[config.mk]
export PLATFORM = sky130hd
export DESIGN_NAME = sonar_ascii_range_averager
export DESIGN_NICKNAME = d
export VERILOG_FILES = /design/src/hdl/sar_pkg.sv /design/src/hdl/sonar_ascii_range_averager.sv /design/src/hdl/sar_parser.sv
export SDC_FILE = /design/constraint.sdc
export NUM_CORES = 1
export LEC_CHECK = 0
export BUFFER_PORTS_ARGS = -buffer_cell sky130_fd_sc_hd__buf_2
export CAP_MARGIN = 15
export CORE_MARGIN = 4
export CORE_UTILIZATION = 58
export CTS_BUF_LIST = sky130_fd_sc_hd__clkbuf_8
export CTS_CLUSTER_DIAMETER = 80
export DETAILED_ROUTE_END_ITERATION = 16
export HOLD_SLACK_MARGIN = 0.15
export PLACE_DENSITY = 0.79
export SLEW_MARGIN = 20
export SYNTH_ARGS = -nofsm -noshare
export SYNTH_HDL_FRONTEND = slang
export SYNTH_SLANG_ARGS = --single-unit
[constraint.sdc]
create_clock -name aclk -period 5.9 [get_ports aclk]
set_input_delay 1.18 -clock aclk [delete_from_list [all_inputs] [get_ports aclk]]
set_output_delay 1.18 -clock aclk [all_outputs]
set_load 0.05 [all_outputs]
[src/hdl/sar_pkg.sv]
`default_nettype none

package sar_pkg;

    // ascii codes recognised by the parser
    localparam logic [7:0] CHAR_R = 8'h52;
    localparam logic [7:0] CHAR_0 = 8'h30;
    localparam logic [7:0] CHAR_9 = 8'h39;

    // readings averaged per window and digits kept per reading
    localparam logic [2:0] READINGS_PER_AVERAGE = 3'd4;
    localparam logic [2:0] MAX_DIGITS           = 3'd4;
    // divide by four is a shift
    localparam int unsigned AVG_SHIFT = 2;

    typedef enum logic [2:0] {
        PHASE_IDLE   = 3'b001,
        PHASE_GOT_R  = 3'b010,
        PHASE_DIGITS = 3'b100
    } sar_phase_t;

    typedef struct packed {
        logic [7:0] rx_byte;
        logic       window_end;
    } sar_in_t;

    typedef struct packed {
        logic [13:0] average_distance;
        logic [2:0]  readings_found;
    } sar_out_t;

    typedef struct packed {
        sar_phase_t  parse_phase;
        logic [2:0]  digit_count;
        logic [13:0] current_reading;
        logic [2:0]  reading_count;
        logic [15:0] reading_sum;
    } sar_state_t;

    typedef struct packed {
        sar_state_t next_state;
        logic       result_valid;
        sar_out_t   result;
    } sar_step_t;

endpackage

`default_nettype wire

[src/hdl/sonar_ascii_range_averager.sv]
// Range sensor ASCII averager.
// Input channel (s_valid/s_ready/s_data) takes one received serial byte per
// request, with window_end marking the last byte of a capture window. A
// reading is 'R' followed by up to four digits; the first four readings of a
// window are summed. The result channel (m_valid/m_ready/m_data) gives one
// request per window: the sum divided by four and the number of readings.
// Throughput: one byte per cycle while s_ready is high. Each byte is parsed
// by the combinational parser logic between the state registers and the
// output register. The result of the marked byte is registered in the
// output register, or first in the skid register while the output is held.
// Stall: a result waiting on the output register goes on being held while
// bytes keep flowing; a second result goes to a skid register, and s_ready
// drops only while both hold a result.
// Reset (aresetn low, synchronous): parser state returns to idle with zero
// sum and count, and both result registers are emptied.
`default_nettype none

module sonar_ascii_range_averager (
    input  wire                    aclk,
    input  wire                    aresetn,
    input  wire                    s_valid,
    output logic                   s_ready,
    input  wire sar_pkg::sar_in_t  s_data,
    output logic                   m_valid,
    input  wire                    m_ready,
    output sar_pkg::sar_out_t      m_data
);

    sar_pkg::sar_state_t state_reg;
    sar_pkg::sar_step_t  step;
    logic                out_valid_reg;
    sar_pkg::sar_out_t   out_data_reg;
    logic                skid_valid_reg;
    sar_pkg::sar_out_t   skid_data_reg;
    logic                in_fire;
    logic                out_fire;
    logic                new_result;

    sar_parser u_parser (
        .state   (state_reg),
        .in_data (s_data),
        .step    (step)
    );

    // handshakes
    assign s_ready    = !skid_valid_reg;
    assign in_fire    = s_valid && s_ready;
    assign out_fire   = out_valid_reg && m_ready;
    assign new_result = in_fire && step.result_valid;
    assign m_valid    = out_valid_reg;
    assign m_data     = out_data_reg;

    // parser state
    always_ff @(posedge aclk) begin
        if (!aresetn) begin
            state_reg.parse_phase     <= sar_pkg::PHASE_IDLE;
            state_reg.digit_count     <= 3'd0;
            state_reg.current_reading <= 14'd0;
            state_reg.reading_count   <= 3'd0;
            state_reg.reading_sum     <= 16'd0;
        end else if (in_fire) begin
            state_reg <= step.next_state;
        end
    end

    // output and skid valid flags
    always_ff @(posedge aclk) begin
        if (!aresetn) begin
            out_valid_reg  <= 1'b0;
            skid_valid_reg <= 1'b0;
        end else begin
            if (!out_valid_reg || out_fire) begin
                out_valid_reg  <= skid_valid_reg || new_result;
                skid_valid_reg <= skid_valid_reg && new_result;
            end else if (new_result) begin
                skid_valid_reg <= 1'b1;
            end
        end
    end

    // output and skid payload
    always_ff @(posedge aclk) begin
        if (!out_valid_reg || out_fire) begin
            if (skid_valid_reg) begin
                out_data_reg <= skid_data_reg;
            end else if (new_result) begin
                out_data_reg <= step.result;
            end
        end else if (new_result) begin
            skid_data_reg <= step.result;
        end
    end

`ifndef SYNTHESIS
    // skid holds a result only behind a held output
    a_skid_behind_out: assert property (@(posedge aclk) disable iff (!aresetn)
        skid_valid_reg |-> out_valid_reg)
        else $error("skid register full while output empty");

    // a result arriving behind a stalled output goes to the skid
    a_result_kept: assert property (@(posedge aclk) disable iff (!aresetn)
        (new_result && out_valid_reg && !m_ready) |=> skid_valid_reg)
        else $error("result lost behind stalled output");

    // no more than four readings per window
    a_count_range: assert property (@(posedge aclk) disable iff (!aresetn)
        state_reg.reading_count <= sar_pkg::READINGS_PER_AVERAGE)
        else $error("reading count out of range");

    // the fourth digit always closes the reading
    a_digit_range: assert property (@(posedge aclk) disable iff (!aresetn)
        state_reg.digit_count < sar_pkg::MAX_DIGITS)
        else $error("digit count reached the limit with reading open");
`endif

endmodule

`default_nettype wire

[src/hdl/sar_parser.sv]
`default_nettype none

module sar_parser (
    input  wire sar_pkg::sar_state_t state,
    input  wire sar_pkg::sar_in_t    in_data,
    output sar_pkg::sar_step_t       step
);

    logic               is_digit;
    logic [3:0]         digit_val;
    logic               is_r;
    logic [16:0]        mul_ext;
    logic [13:0]        acc_reading;
    logic [2:0]         acc_count;
    logic [15:0]        open_add;
    logic [15:0]        final_sum;
    sar_pkg::sar_state_t st;

    // byte classification
    always_comb begin
        is_r      = (in_data.rx_byte == sar_pkg::CHAR_R);
        is_digit  = in_data.rx_byte inside {[sar_pkg::CHAR_0:sar_pkg::CHAR_9]};
        digit_val = 4'(in_data.rx_byte - sar_pkg::CHAR_0);
    end

    // multiply-by-ten accumulate of the open reading
    always_comb begin
        mul_ext     = 17'({state.current_reading, 3'b000})
                    + 17'({state.current_reading, 1'b0})
                    + 17'(digit_val);
        acc_reading = mul_ext[13:0];
        acc_count   = state.digit_count + 3'd1;
    end

    // parse one byte
    always_comb begin
        st = state;
        if (is_r) begin
            // close any open reading, then wait for a digit
            if (state.parse_phase == sar_pkg::PHASE_DIGITS) begin
                st.reading_sum = state.reading_sum + 16'(state.current_reading);
            end
            st.parse_phase     = sar_pkg::PHASE_GOT_R;
            st.digit_count     = 3'd0;
            st.current_reading = 14'd0;
        end else if (is_digit && state.parse_phase == sar_pkg::PHASE_GOT_R) begin
            // first digit opens a reading unless the window is full
            if (state.reading_count < sar_pkg::READINGS_PER_AVERAGE) begin
                st.reading_count   = state.reading_count + 3'd1;
                st.parse_phase     = sar_pkg::PHASE_DIGITS;
                st.current_reading = 14'(digit_val);
                st.digit_count     = 3'd1;
            end else begin
                st.parse_phase = sar_pkg::PHASE_IDLE;
            end
        end else if (is_digit && state.parse_phase == sar_pkg::PHASE_DIGITS) begin
            if (acc_count >= sar_pkg::MAX_DIGITS) begin
                // last digit closes the reading at once
                st.reading_sum     = state.reading_sum + 16'(acc_reading);
                st.parse_phase     = sar_pkg::PHASE_IDLE;
                st.digit_count     = 3'd0;
                st.current_reading = 14'd0;
            end else begin
                st.current_reading = acc_reading;
                st.digit_count     = acc_count;
            end
        end else begin
            // any other byte closes the reading
            if (state.parse_phase == sar_pkg::PHASE_DIGITS) begin
                st.reading_sum = state.reading_sum + 16'(state.current_reading);
            end
            st.parse_phase     = sar_pkg::PHASE_IDLE;
            st.digit_count     = 3'd0;
            st.current_reading = 14'd0;
        end
    end

    // window end: close what is open, report and clear
    always_comb begin
        open_add  = (st.parse_phase == sar_pkg::PHASE_DIGITS)
                  ? 16'(st.current_reading) : 16'd0;
        final_sum = st.reading_sum + open_add;

        step.result_valid            = in_data.window_end;
        step.result.average_distance = 14'(final_sum >> sar_pkg::AVG_SHIFT);
        step.result.readings_found   = st.reading_count;

        if (in_data.window_end) begin
            step.next_state.parse_phase     = sar_pkg::PHASE_IDLE;
            step.next_state.digit_count     = 3'd0;
            step.next_state.current_reading = 14'd0;
            step.next_state.reading_count   = 3'd0;
            step.next_state.reading_sum     = 16'd0;
        end else begin
            step.next_state = st;
        end
    end

endmodule

`default_nettype wire
Yosys cells after proc, flatten, opt, wreduce, memory -nomap -nowiden
Cells that the tools add are included.
{"block": "word_totals", "memories": 0, "rom_bits": 0, "output_inout_bits": 19, "regBits": 75, "elab_cells": 65, "latchBits": 0, "inputBits": 13, "ramBits": 0}
{"block": "op_classes", "reduce_logical": 16, "magnitude_cmp": 4, "bitwise": 1, "multipliers": 0, "shifts": 0, "n_mux": 20, "div_mod_pow": 0, "addsub": 8, "eq_ne": 5}
{"op": "$mux W16", "count": 5}
{"op": "$mux W20", "count": 4}
{"op": "$mux W17", "count": 3}
{"op": "$mux W39", "count": 1}
{"op": "$add A16 B14 Y16", "count": 2}
{"op": "$add A16 B16 Y16", "count": 1}
{"op": "$add A14 B14 Y14", "count": 1}
{"op": "$add A14 B4 Y14", "count": 1}
{"op": "$mux W14", "count": 1}
{"op": "$mux W3", "count": 4}
{"op": "$eq A8 B7 Y1 const B", "count": 1}
{"op": "$ge A8 B6 Y1 const B", "count": 1}
{"op": "$le A8 B6 Y1 const B", "count": 1}
{"op": "$logic_and A1 B1 Y1", "count": 7}
{"op": "$add A3 B1 Y3 const B", "count": 2}
{"op": "$eq A3 B3 Y1 const B", "count": 2}
{"op": "$reduce_and A2 Y1", "count": 3}
{"op": "$ne A4 B3 Y1 const B", "count": 1}
{"op": "$reduce_bool A2 Y1", "count": 2}
{"op": "$sub A4 B1 Y4 const B", "count": 1}
{"op": "$eq A3 B2 Y1 const B", "count": 1}
{"op": "$ge A3 B3 Y1 const B", "count": 1}
{"op": "$lt A3 B3 Y1 const B", "count": 1}
{"op": "$logic_not A1 Y1", "count": 2}
{"op": "other kinds (3)", "count": 5}

Logic depth before layout (Yosys ltp)
Gate-level depths: netlist of run 1.
{"block": "logic_depth", "depth_word": 11, "depth_mapped": 26}

By module
A second synthesis of run 1 with hierarchy kept.
{"block": "hier_totals", "hier_cells": 685, "area_unflattened_um2": 6018.3}
{"module": "sar_parser", "cells_per_inst": 452, "area_each_um2": 3266.9, "instances": 1, "seq_area_each_um2": 0.0}
{"module": "sonar_ascii_range_averager", "cells_per_inst": 233, "area_each_um2": 2751.4, "instances": 1, "seq_area_each_um2": 1841.8}

Worst setup path before layout of run 1
Ideal clock, no wire load.
{"block": "synth_path", "path_type": "input port to flip-flop", "start": "input s_data[4] (netlist bit)", "end": "register out_data_reg (netlist bit m_data[15]), data pin", "setup_time_ps": 260, "arrival_ps": 5701, "required_time_ps": 5640, "cell_stages": 24, "slack_ps": -61, "path_cell_list": "inv_1 > fa_1 > inv_1 > ha_1 > a21o_1 > a21oi_1 > o21bai_1 > a21o_1 > a21oi_1 > o21bai_1 > xor2_1 > ha_1 > o2111a_1 > or4_1 > nand2_1 > o21ai_0 > mux2_2 > ha_1 > o21ai_0 > a31oi_2 > o21ai_2 > nor3b_1 > nor2_1 > mux2_2"}
{"element": "from (decl)", "line_no": "sonar_ascii_range_averager.sv:23", "rtl": "input wire sar_pkg::sar_in_t s_data,"}
{"element": "to (signal assigned)", "line_no": "sonar_ascii_range_averager.sv:85", "rtl": "out_data_reg <= skid_data_reg;"}
{"element": "to (signal assigned)", "line_no": "sonar_ascii_range_averager.sv:87", "rtl": "out_data_reg <= step.result;"}
{"element": "to (decl)", "line_no": "sonar_ascii_range_averager.sv:32", "rtl": "sar_pkg::sar_out_t out_data_reg;"}

==> impl_results.md, run 1 <==
* Slew margin rel. at 0.2519
* Synth Instances at 648
* RSZ-0062 raised after global routing: yes
* Final Hold Viols at 0
* DR WL/cell at 18.67 um
* Syn_nets at 730
* Complex-gate fraction of the synthesized area at 0.2068
* Clock power frac at 0.447
* Nets at 821
* Post-Layout Cell Count at 877
* Total power at 1.116 mW
* Post-synth top flop: dfxtp_1
* Pint at 0.8465 mW
* Die Footprint at 0.01177 mm2
* Pre-antenna DRT Iters at 5
* Die Span X at 108.5 um
* HPWL Detailed at 12090 um
* Core Area at 0.009819 mm2
* Clock Sink Count at 75
* Post-synthesis simple-gate area fraction at 0.2025
* Cell variety after synth at 73
* Worst hold path type: flip-flop to flip-flop
* Reg clk slew, reported paths at 100 ps
* Initial antenna violation count at 0
* Status: complete, no violations
* Dpl cells at 857
* Rows at 36
* Post-Route WL at 16370 um
* Seq pwr share at 0.491
* Area Overhead vs Synth at 20.15%
* CTS tree: done
* P_sw at 0.2698 mW
* Synth Area in XOR/XNOR at 0.06858
* Vias in the first global route at 5393
* Type of the worst setup path: input port to flip-flop
* Synthesized area at 0.005857 mm2
* Nature of the critical path startpoint: input port
* Post-Synth Adder-Cell Area at 0.1525
* Power Density at 158.6 mW/mm2
* Crit-path max cell delay at 550 ps
* Final worst path period need at 5843 ps
* CTS Root Cell: clkbuf_8
* Top cell type's share of synthesized area at 0.1743
* Max rail drop VDD at 119.3 uV
* Crit-path max FO at 4
* Total global routing overflow at 0
* Final period utilization at 0.9903
* # setup viols final at 0
* Req. time, crit path at 6010 ps
* Clock Path Buffers at 2
* Comb pwr share at 0.062
* Most frequent cell after synthesis: ha_1
* Clk_skew at 29.86 ps
* H-tree levels at 3
* Clock buffer count from CTS at 9
* Crit path DAT at 5960 ps
* Synth area leaders: edfxtp_1, dfxtp_1, ha_1, xnor2_1, nor2b_1
* Ys Warns at 0
* Vias/cell at 6.253
* EDFF count, synth at 34
* Cell taking the most area after synthesis: edfxtp_1
* Vias at 5484
* DRC viols at 0
* Syn avg cell area at 9.038 um2
* Initial Util at 0.5965
* Leakage at 3.156 nW
* Final Wtd Congestion at 0.9503
* Pin count of the biggest net entering global routing at 47
* Largest family of logic cells by synthesized area: compound AO/OA/AOI/OAI gates
* Mux cell area share after synthesis at 0.02820
* First-pass GRT wire length at 26560 um
* Slew @ Worst Pin at 1121 ps
* Total GRT Usage at 0.2875
* I/O Pins at 32
* Slew Viols, Final at 0
* Max reg flops at 39
* Sw frac at 0.2417
* Post-synth top cells: ha_1, nand2_1, nor2_1
* Clk_lat worst skew at 370 ps
* Maxcap violations at 0
* Critical Path End Type: flip-flop
* Final antenna-violating net count at 0
* Sequential fraction of the synthesis area at 0.3145
* Share of layout cells above drive strength 1 at 0.2285
* Cts hold-fix bufs at 0
* # diodes at 0
* Async SR Flop Fraction at 0
* DRT iter0 DRCs at 627
* IO buf count at 31
* Peak Freq at 171.1 MHz
* Slowest CP cell: fa_1
* Register bit total from synthesis at 75
* Die height at 108.5 um
## worst max-delay path, delay by kind of cell
family | cells | cell delay (ps)
xor+xnor | 3 | 440
buf+inv | 4 | 320
compound gates | 14 | 2050
simple gates | 2 | 260
mux | 1 | 260
fa+ha+maj | 4 | 1440
## cells by family after synthesis
logic type / count (synthesis)
and+or+nand+nor: 225
AOI/OAI and AO/OA: 177
DFF: 75
adders and majority gates: 69
xor gates and xnor gates: 45
buffers and inverters: 42
muxes: 15
## final timing paths
| kind | startpoint | slack, ps | to | cells past startpoint |
|---|---|---|---|---|
| setup reg to reg | state_reg[21] | 370 | m_data[16] | 27 |
| setup / recovery | s_data[4] | 60 | m_data[16] | 28 |
| hold reg to reg | state_reg[30] | 490 | state_reg[30] | 2 |
| hold / removal | state_reg[30] | 490 | state_reg[30] | 2 |
## area by class of cell
cell class | instances | area, um2
multi-input cells | 531 | 4028
fillers | 798 | 2783
flip-flops and latches | 75 | 1842
repair buffers | 98 | 668.1
well taps | 133 | 166.4
clock buffers | 9 | 123.9
clock inverters | 7 | 116.4
inverters | 24 | 92.59
## power by group through the flow
stage	clock, mW	sequential [mW]	combinational, mW
floorplan	0	0.576	0.0269
global route	0.523	0.549	0.0735
global placement	0	0.560	0.0661
CTS	0.500	0.549	0.0671
detailed placement	0	0.561	0.0667
finish	0.499	0.549	0.0688
## per-stage QoR
step	setup slack [ps]	hold slack (ps)	util	TNS, ps	area [um2]
after floorplan	34.65	454.3	-	0	5879
after global placement	-205.3	481.0	0.6743	-571.1	6621
after detailed placement	-345.5	480.2	0.6743	-1159	6621
after CTS	22.33	497.0	0.6988	0	6862
after global routing	-135.1	523.9	0.7166	-336.6	7037
final	57.04	494.5	0.7166	0	7037
## placed cells by master, fill, tap and decap left out, drive strengths merged, types with 3 or more instances in the layout
cell type / synthesis / routed
xnor2: 27 / 27
a22oi: 27 / 27
a211oi: 8 / 8
nand3: 13 / 13
o221ai: 3 / 3
and3: 8 / 8
o21ai: 35 / 35
a31oi: 6 / 6
buf: 1 / 98
xor2: 18 / 18
nor4: 5 / 5
o21a: 7 / 7
fa: 4 / 4
ha: 65 / 65
a221o: 3 / 3
a21boi: 3 / 3
and2: 18 / 18
nor3b: 4 / 4
o22ai: 10 / 10
nand3b: 3 / 3
o21bai: 6 / 6
bufinv: 0 / 3
nor3: 12 / 12
nand2b: 7 / 7
nor2b: 35 / 35
edfxtp: 34 / 34
mux2: 12 / 12
a21oi: 34 / 34
a21o: 13 / 13
nand2: 58 / 58
mux2i: 3 / 3
clkbuf: 17 / 9
o31ai: 3 / 3
dfxtp: 41 / 41
nor2: 46 / 46
inv: 24 / 26
## layer usage
metal / GRT usage / vias up / wire length (um)
met5: 0 / - / 0
met4: 0.1091 / 0 / 495
met3: 0.04000 / 52 / 1387
met2: 0.4912 / 283 / 7891
met1: 0.3683 / 2582 / 6595
li1: - / 2567 / -
## what timing repair did
item                       CTS  global route
setup buffers                0             4
setup endpoints to repair    0             8
hold endpoints to repair     0             0
gates resized for setup      0            34
(Power assumes the default switching activity.)
==> inputs of run 2 (changes only) <==
PLACE_DENSITY = not set   (was 0.79)
PLACE_DENSITY_LB_ADDON = 0.08   (was not set)
==> run 2 against run 1 <==
Wire length shrank 1.1%. Clock power is 9.8% lower. Die area did not move. Clock skew shrank 15 ps. First-iteration DRC count decreased by 19%. Combinational power is 1% higher. Critical path depth fell by 3. Via count fell by 2.9%. Largest cell class unchanged. Largest power group unchanged. Highest routed layer unchanged.
==> impl_results.md, run 2 (synthesis results as in run 1) <==
* Status: complete, no violations
* I/O Pins at 32 (unchanged)
* Crit path DAT at 5960 ps (about the same)
* Dpl cells at 861 (+0.47%)
* Sw frac at 0.2484 (+0.006765)
* Clock buffer count from CTS at 9 (unchanged)
* # setup viols final at 0 (unchanged)
* Total GRT Usage at 0.2824 (-0.005104)
* Pre-antenna DRT Iters at 6 (+1)
* Slew Viols, Final at 0 (unchanged)
* Reg clk slew, reported paths at 90 ps (about the same)
* Type of the worst setup path: input port to flip-flop
* Post-Layout Cell Count at 879 (+0.23%)
* Buf/Inv on CP at 3 (-1)
* P_sw at 0.2654 mW (-1.6%)
* Total global routing overflow at 0 (unchanged)
* CTS Root Cell: clkbuf_8
* Post-Route WL at 16190 um (-1.1%)
* Die Span X at 108.5 um (unchanged)
* Commonest non-fill, non-tap cells in the layout: buf_4, ha_1, nand2_1, nor2_1, dfxtp_1
* Rows at 36 (unchanged)
* DRT iter0 DRCs at 510 (-19%)
* Power Density at 152.9 mW/mm2 (-3.6%)
* Crit-path max cell delay at 550 ps (about the same)
* IO buf count at 31 (unchanged)
* Initial Util at 0.5965 (unchanged)
* Seq pwr share at 0.513 (+0.022)
* Clock Sink Count at 75 (unchanged)
* End-of-flow core utilization at 0.7116 (-0.004970)
* Maxcap violations at 0 (unchanged)
* DR WL/cell at 18.42 um (-1.3%)
* CTS tree: done
* Slew @ Worst Pin at 1141 ps (+20.39 ps)
* Share of layout cells above drive strength 1 at 0.2185 (-0.009996)
* Area Overhead vs Synth at 19.31%
* Final period utilization at 0.9896 (about the same)
* Leakage at 3.146 nW (-0.34%)
* # diodes at 0 (unchanged)
* First-pass GRT wire length at 26050 um (-1.9%)
* Peak Freq at 171.3 MHz (about the same)
* Most common cell after layout, fill and taps aside: buf_4
* Comb pwr share at 0.065 (+0.003)
* Crit-path max FO at 5 (+1)
* Final Wtd Congestion at 0.9583 (+0.84%)
* Clk_lat worst skew at 360 ps (about the same)
* Vias/cell at 6.060 (-3.1%)
* Initial antenna violation count at 0 (unchanged)
* Die height at 108.5 um (unchanged)
* Max rail drop VDD at 113.4 uV (-4.9%)
* Pint at 0.8030 mW (-5.1%)
* Clock power frac at 0.422 (-0.025)
* Pin count of the biggest net entering global routing at 47 (unchanged)
* Nets at 823 (+0.24%)
* HPWL Detailed at 12120 um (+0.27%)
* Final Hold Viols at 0 (unchanged)
* Fillers at 804 (+0.75%)
* Core Area at 0.009819 mm2 (unchanged)
* Vias in the first global route at 5314 (-1.5%)
* Clock Path Buffers at 2 (unchanged)
* Critical Path End Type: flip-flop
* DRC viols at 0 (unchanged)
* Req. time, crit path at 6020 ps (about the same)
* Vias at 5327 (-2.9%)
* Final worst path period need at 5839 ps (-4.221 ps)
* Nature of the critical path startpoint: input port
* Slew margin rel. at 0.2382 (-0.01361)
* H-tree levels at 3 (unchanged)
* Final antenna-violating net count at 0 (unchanged)
* Slowest CP cell: fa_1
* Worst hold path type: flip-flop to flip-flop
* RSZ-0062 raised after global routing: yes
* Max reg flops at 39 (unchanged)
* Die Footprint at 0.01177 mm2 (unchanged)
* Worst path top cell family by delay: compound AO/OA/AOI/OAI gates
* Clk_skew at 14.61 ps (-15.26 ps)
run 2: metal layers:
| layer | global-route usage | wire (um) | vias to the layer above |
|---|---|---|---|
| met5 | 0 | 0 | - |
| met4 | 0.08566 | 411 | 0 |
| met3 | 0.04716 | 1254 | 41 |
| met2 | 0.4859 | 7670 | 213 |
| met1 | 0.3626 | 6852 | 2494 |
| li1 | - | - | 2579 |
run 2: power by group through the flow:
stage	logic [mW]	clock network, mW	registers [mW]
floorplan	0.0269	0	0.576
finish	0.0695	0.450	0.548
global placement	0.0670	0	0.560
detailed placement	0.0680	0	0.560
CTS	0.0682	0.455	0.548
global route	0.0736	0.475	0.549
run 2: tightest hold or removal path, stage by stage, from the launching register on:
cell and delay [ps]:
dfxtp_1 340, nand3_1 70, nand2_1 50
run 2: area by class of cell:
class,count,area (um2),area share
clock buffers,9,123.9,0.01773
flip-flops and latches,75,1842,0.2636
clock inverters,7,93.84,0.01343
well taps,133,166.4,0.02381
repair buffers,100,686.9,0.09830
multi-input cells,531,3983,0.5699
inverters,24,92.59,0.01325
run 2: metrics by stage:
stage | hold slack [ps] | setup TNS [ps] | instance area (um2) | worst slack [ps] | total power, mW
2_1_floorplan | 454.3 | 0 | 5879 | 34.65 | 0.6031
3_3_place_gp | 469.7 | -626.7 | 6651 | -222.1 | 0.6273
3_5_place_dp | 479.8 | -1038 | 6651 | -299.9 | 0.6285
4_1_cts | 492.7 | 0 | 6869 | 9.217 | 1.072
5_1_grt | 531.3 | -512.1 | 6988 | -197.3 | 1.098
6_report | 489.6 | 0 | 6988 | 61.26 | 1.068
run 2: timing repair:
action                                  CTS  global route
setup buffers                             0             2
pin swaps                                 3            19
endpoints found under the setup margin    3             8
resized for setup                         0            26
hold endpoints to repair                  0             0
hold buffers                              0             0
gates cloned                              0             0
run 2: final timing paths:
check                startpoint             to  slack [ps]  cells past startpoint
setup reg to reg  state_reg[21]     m_data[16]         400                     24
hold / removal    state_reg[30]  state_reg[30]         490                      2
setup / recovery      s_data[4]     m_data[16]          60                     25
hold reg to reg   state_reg[30]  state_reg[30]         490                      2
==> inputs of run 3 (changes only) <==
ABC_AREA = 1   (was not set)
REMOVE_ABC_BUFFERS = 1   (was not set)
==> run 3 against run 2 <==
Hold slack worse by 14 ps. Critical path depth up 3. Worst setup slack better by 250 ps. Global-route usage down 0.72 points. Sequential share of layout area down 1.6 points. Combinational power down 9.5%. First-iteration DRC count down 13%. Design area up 6.4%. Non-clock buffer count down 22. Register-to-register slack better by 360 ps. Wire length up 9.4%. Clock skew down 4.4 ps.
==> impl_results.md, run 3 <==
* Maxcap violations at 0 (unchanged)
* Register bit total from synthesis at 75 (unchanged)
* Crit-path max FO at 4 (-1)
* GR Layer Usage met1 at 0.3740 (+0.01139)
* DRC viols at 0 (unchanged)
* Nature of the critical path startpoint: input port
* Die Footprint at 0.01321 mm2 (+12%)
* Post-Route WL at 17720 um (+9.4%)
* Power Density at 130.4 mW/mm2 (-15%)
* Status: complete, no violations
* # setup viols final at 0 (unchanged)
* Rows at 38 (+5.6%)
* Final worst path period need at 5588 ps (-250.8 ps)
* CTS tree: done
* Nets at 1124 (+37%)
* Peak Freq at 179.0 MHz (+4.5%)
* Area Overhead vs Synth at 12.17%
* Syn avg cell area at 6.801 um2 (-25%)
* CTS Root Cell: clkbuf_8
* Synth area leaders: nand2_1, edfxtp_1, dfxtp_1, ha_1, a21oi_1
* Sequential fraction of the synthesis area at 0.2777 (-0.03673)
* Final antenna-violating net count at 0 (unchanged)
* Post-cts resize count at 0 (unchanged)
* Clock Sink Count at 75 (unchanged)
* Cts hold-fix bufs at 0 (unchanged)
* Cell variety after synth at 49 (-33%)
* Final Hold Viols at 0 (unchanged)
* First-pass GRT wire length at 28790 um (+10%)
* Post-synth top flop: dfxtp_1
* Clock Path Buffers at 2 (unchanged)
* HPWL Detailed at 13780 um (+14%)
* Total GRT Usage at 0.2753 (-0.007183)
* Clk_lat worst skew at 370 ps (about the same)
* Die height at 114.9 um (+5.9%)
* Leakage at 3.653 nW (+16%)
* Initial antenna violation count at 0 (unchanged)
* Clock buffer count from CTS at 9 (unchanged)
* Ys Warns at 0 (unchanged)
* Share of layout cells above drive strength 1 at 0.1385 (-0.08001)
* EDFF count, synth at 34 (unchanged)
* Final period utilization at 0.9471 (-0.04252)
* Final Wtd Congestion at 0.9507 (-0.79%)
* Worst hold path type: flip-flop to flip-flop
* Top cell type's share of synthesized area at 0.1715 (-0.002812)
* Hold WS at 475.8 ps (-13.76 ps)
* Synth Instances at 975 (+50%)
* Max rail drop VDD at 130.9 uV (+15%)
* H-tree levels at 3 (unchanged)
* Reg clk slew, reported paths at 90 ps (about the same)
* # diodes at 0 (unchanged)
* Setup TNS at 0 ps (unchanged)
* Vias/cell at 5.445 (-10%)
* Commonest non-fill, non-tap cells in the layout: nand2_1, inv_1, a21oi_1, nor2_1, ha_1
* # Post-CTS Setup Buffers at 0 (unchanged)
* End-of-flow core utilization at 0.6743 (-0.03730)
* Crit path DAT at 5710 ps (-250 ps)
* Total global routing overflow at 0 (unchanged)
* GRT met3 Usage at 0.04158 (-0.005585)
* I/O Pins at 32 (unchanged)
* RSZ-0062 raised after global routing: no
* Slew @ Worst Pin at 694.7 ps (-446.7 ps)
* Pin count of the biggest net entering global routing at 41 (-13%)
* Slew Viols, Final at 0 (unchanged)
* Clk_skew at 10.19 ps (-4.418 ps)
* Cell taking the most area after synthesis: nand2_1
* Slew margin rel. at 0.5358 (+0.2975)
* Pre-antenna DRT Iters at 7 (+1)
* Most common cell after layout, fill and taps aside: nand2_1
* Most frequent cell after synthesis: nand2_1
* Critical Path End Type: flip-flop
* Grt peak-use layer: met2
* Async SR Flop Fraction at 0 (unchanged)
* Met2 usage at 0.4479 (-0.03796)
* Die Span X at 114.9 um (+5.9%)
* Synthesized area at 0.006631 mm2 (+13%)
* Vias in the first global route at 5871 (+10%)
* Post-synth top cells: nand2_1, inv_1, a21oi_1
* Vias at 6463 (+21%)
* Core Area at 0.01103 mm2 (+12%)
* DR WL/cell at 14.93 um (-19%)
* Initial Util at 0.6012 (+0.004722)
* Max reg flops at 39 (unchanged)
* Type of the worst setup path: input port to flip-flop
* DRT iter0 DRCs at 446 (-13%)
* IO buf count at 31 (unchanged)
* Req. time, crit path at 6020 ps (about the same)
-- run 3: changes by cell type after synthesis, moves of 9 or more --
cell	previous run	this run
a21o_1	13	4
nand3_1	13	61
nor2b_1	35	0
o21ai_0	30	44
nor2_1	45	68
nand2_1	57	303
o22ai_1	10	1
a22oi_1	27	0
and2_1	18	4
a21oi_1	34	99
xnor2_1	26	12
inv_1	24	108
mux2_2	12	0
-- run 3: routing by layer --
layer,vias up,share of wire
li1,3347,-
met1,2894,0.46
met2,191,0.45
met3,31,0.060
met4,0,0.027
met5,-,0
-- run 3: report_power, final --
group          switching [mW]  internal (mW)
Combinational          0.0482         0.0148
Sequential            0.00212          0.546
Clock                   0.208          0.151
-- run 3: metrics by stage --
step                worst slack, ps  area, um2  cells  total power [mW]
floorplan                     208.7       6534    953            0.5995
CTS                           227.9       7388   1187            0.9792
global placement             -62.41       7219   1171            0.6220
global route                  11.24       7438   1187             1.006
detailed placement           -141.1       7219   1171            0.6230
finish                        312.1       7438   1187            0.9699
-- run 3: path summary, 6_finish.rpt --
kind / startpoint / to / slack (ps) / cells past startpoint
min: state_reg[35] / state_reg[35] / 480 / 2
min reg2reg: state_reg[35] / state_reg[35] / 480 / 2
max reg2reg: state_reg[21] / m_data[14] / 760 / 28
max: s_data[4] / m_data[16] / 310 / 28
-- run 3: final cells by class --
cell class	count	area (um2)
tap	140	175.2
multi-input combinational	764	4317
clock buffer	9	123.9
fill	1041	3592
timing repair buffer	78	508.0
sequential	75	1842
inverter	114	427.9
clock inverter	7	45.04
-- run 3: critical path: stages --
cell     delay [ps]
buf_2           110
inv_1            90
fa_2            470
fa_2            410
o21ai_0         160
buf_4           150
xor2_1          180
inv_1            80
ha_1            310
a21oi_1         190
o21ai_0         120
a21oi_1         290
o21ai_0         160
xnor2_1         150
nand2_1          90
nand2_1          90
nor2_1           60
ha_1            380
nand2_2         110
nor4_2          290
buf_4           160
nand2_4          50
nand2_4          70
nand2_2          60
nand2_2          70
nand2_1          70
nand3_1          70
nand2_1          70
-- run 3: cell families (layout without fill, tap and decap cells) --
| kind of cell | after synthesis | after routing | synth area share |
|---|---|---|---|
| flip-flops | 75 | 75 | 0.2777 |
| adder cells (fa/ha/maj) | 69 | 69 | 0.1347 |
| AND/OR/NAND/NOR | 487 | 487 | 0.3158 |
| buffers and inverters | 136 | 208 | 0.07924 |
| XOR/XNOR | 27 | 27 | 0.04019 |
| AO/OA/AOI/OAI | 181 | 181 | 0.1523 |
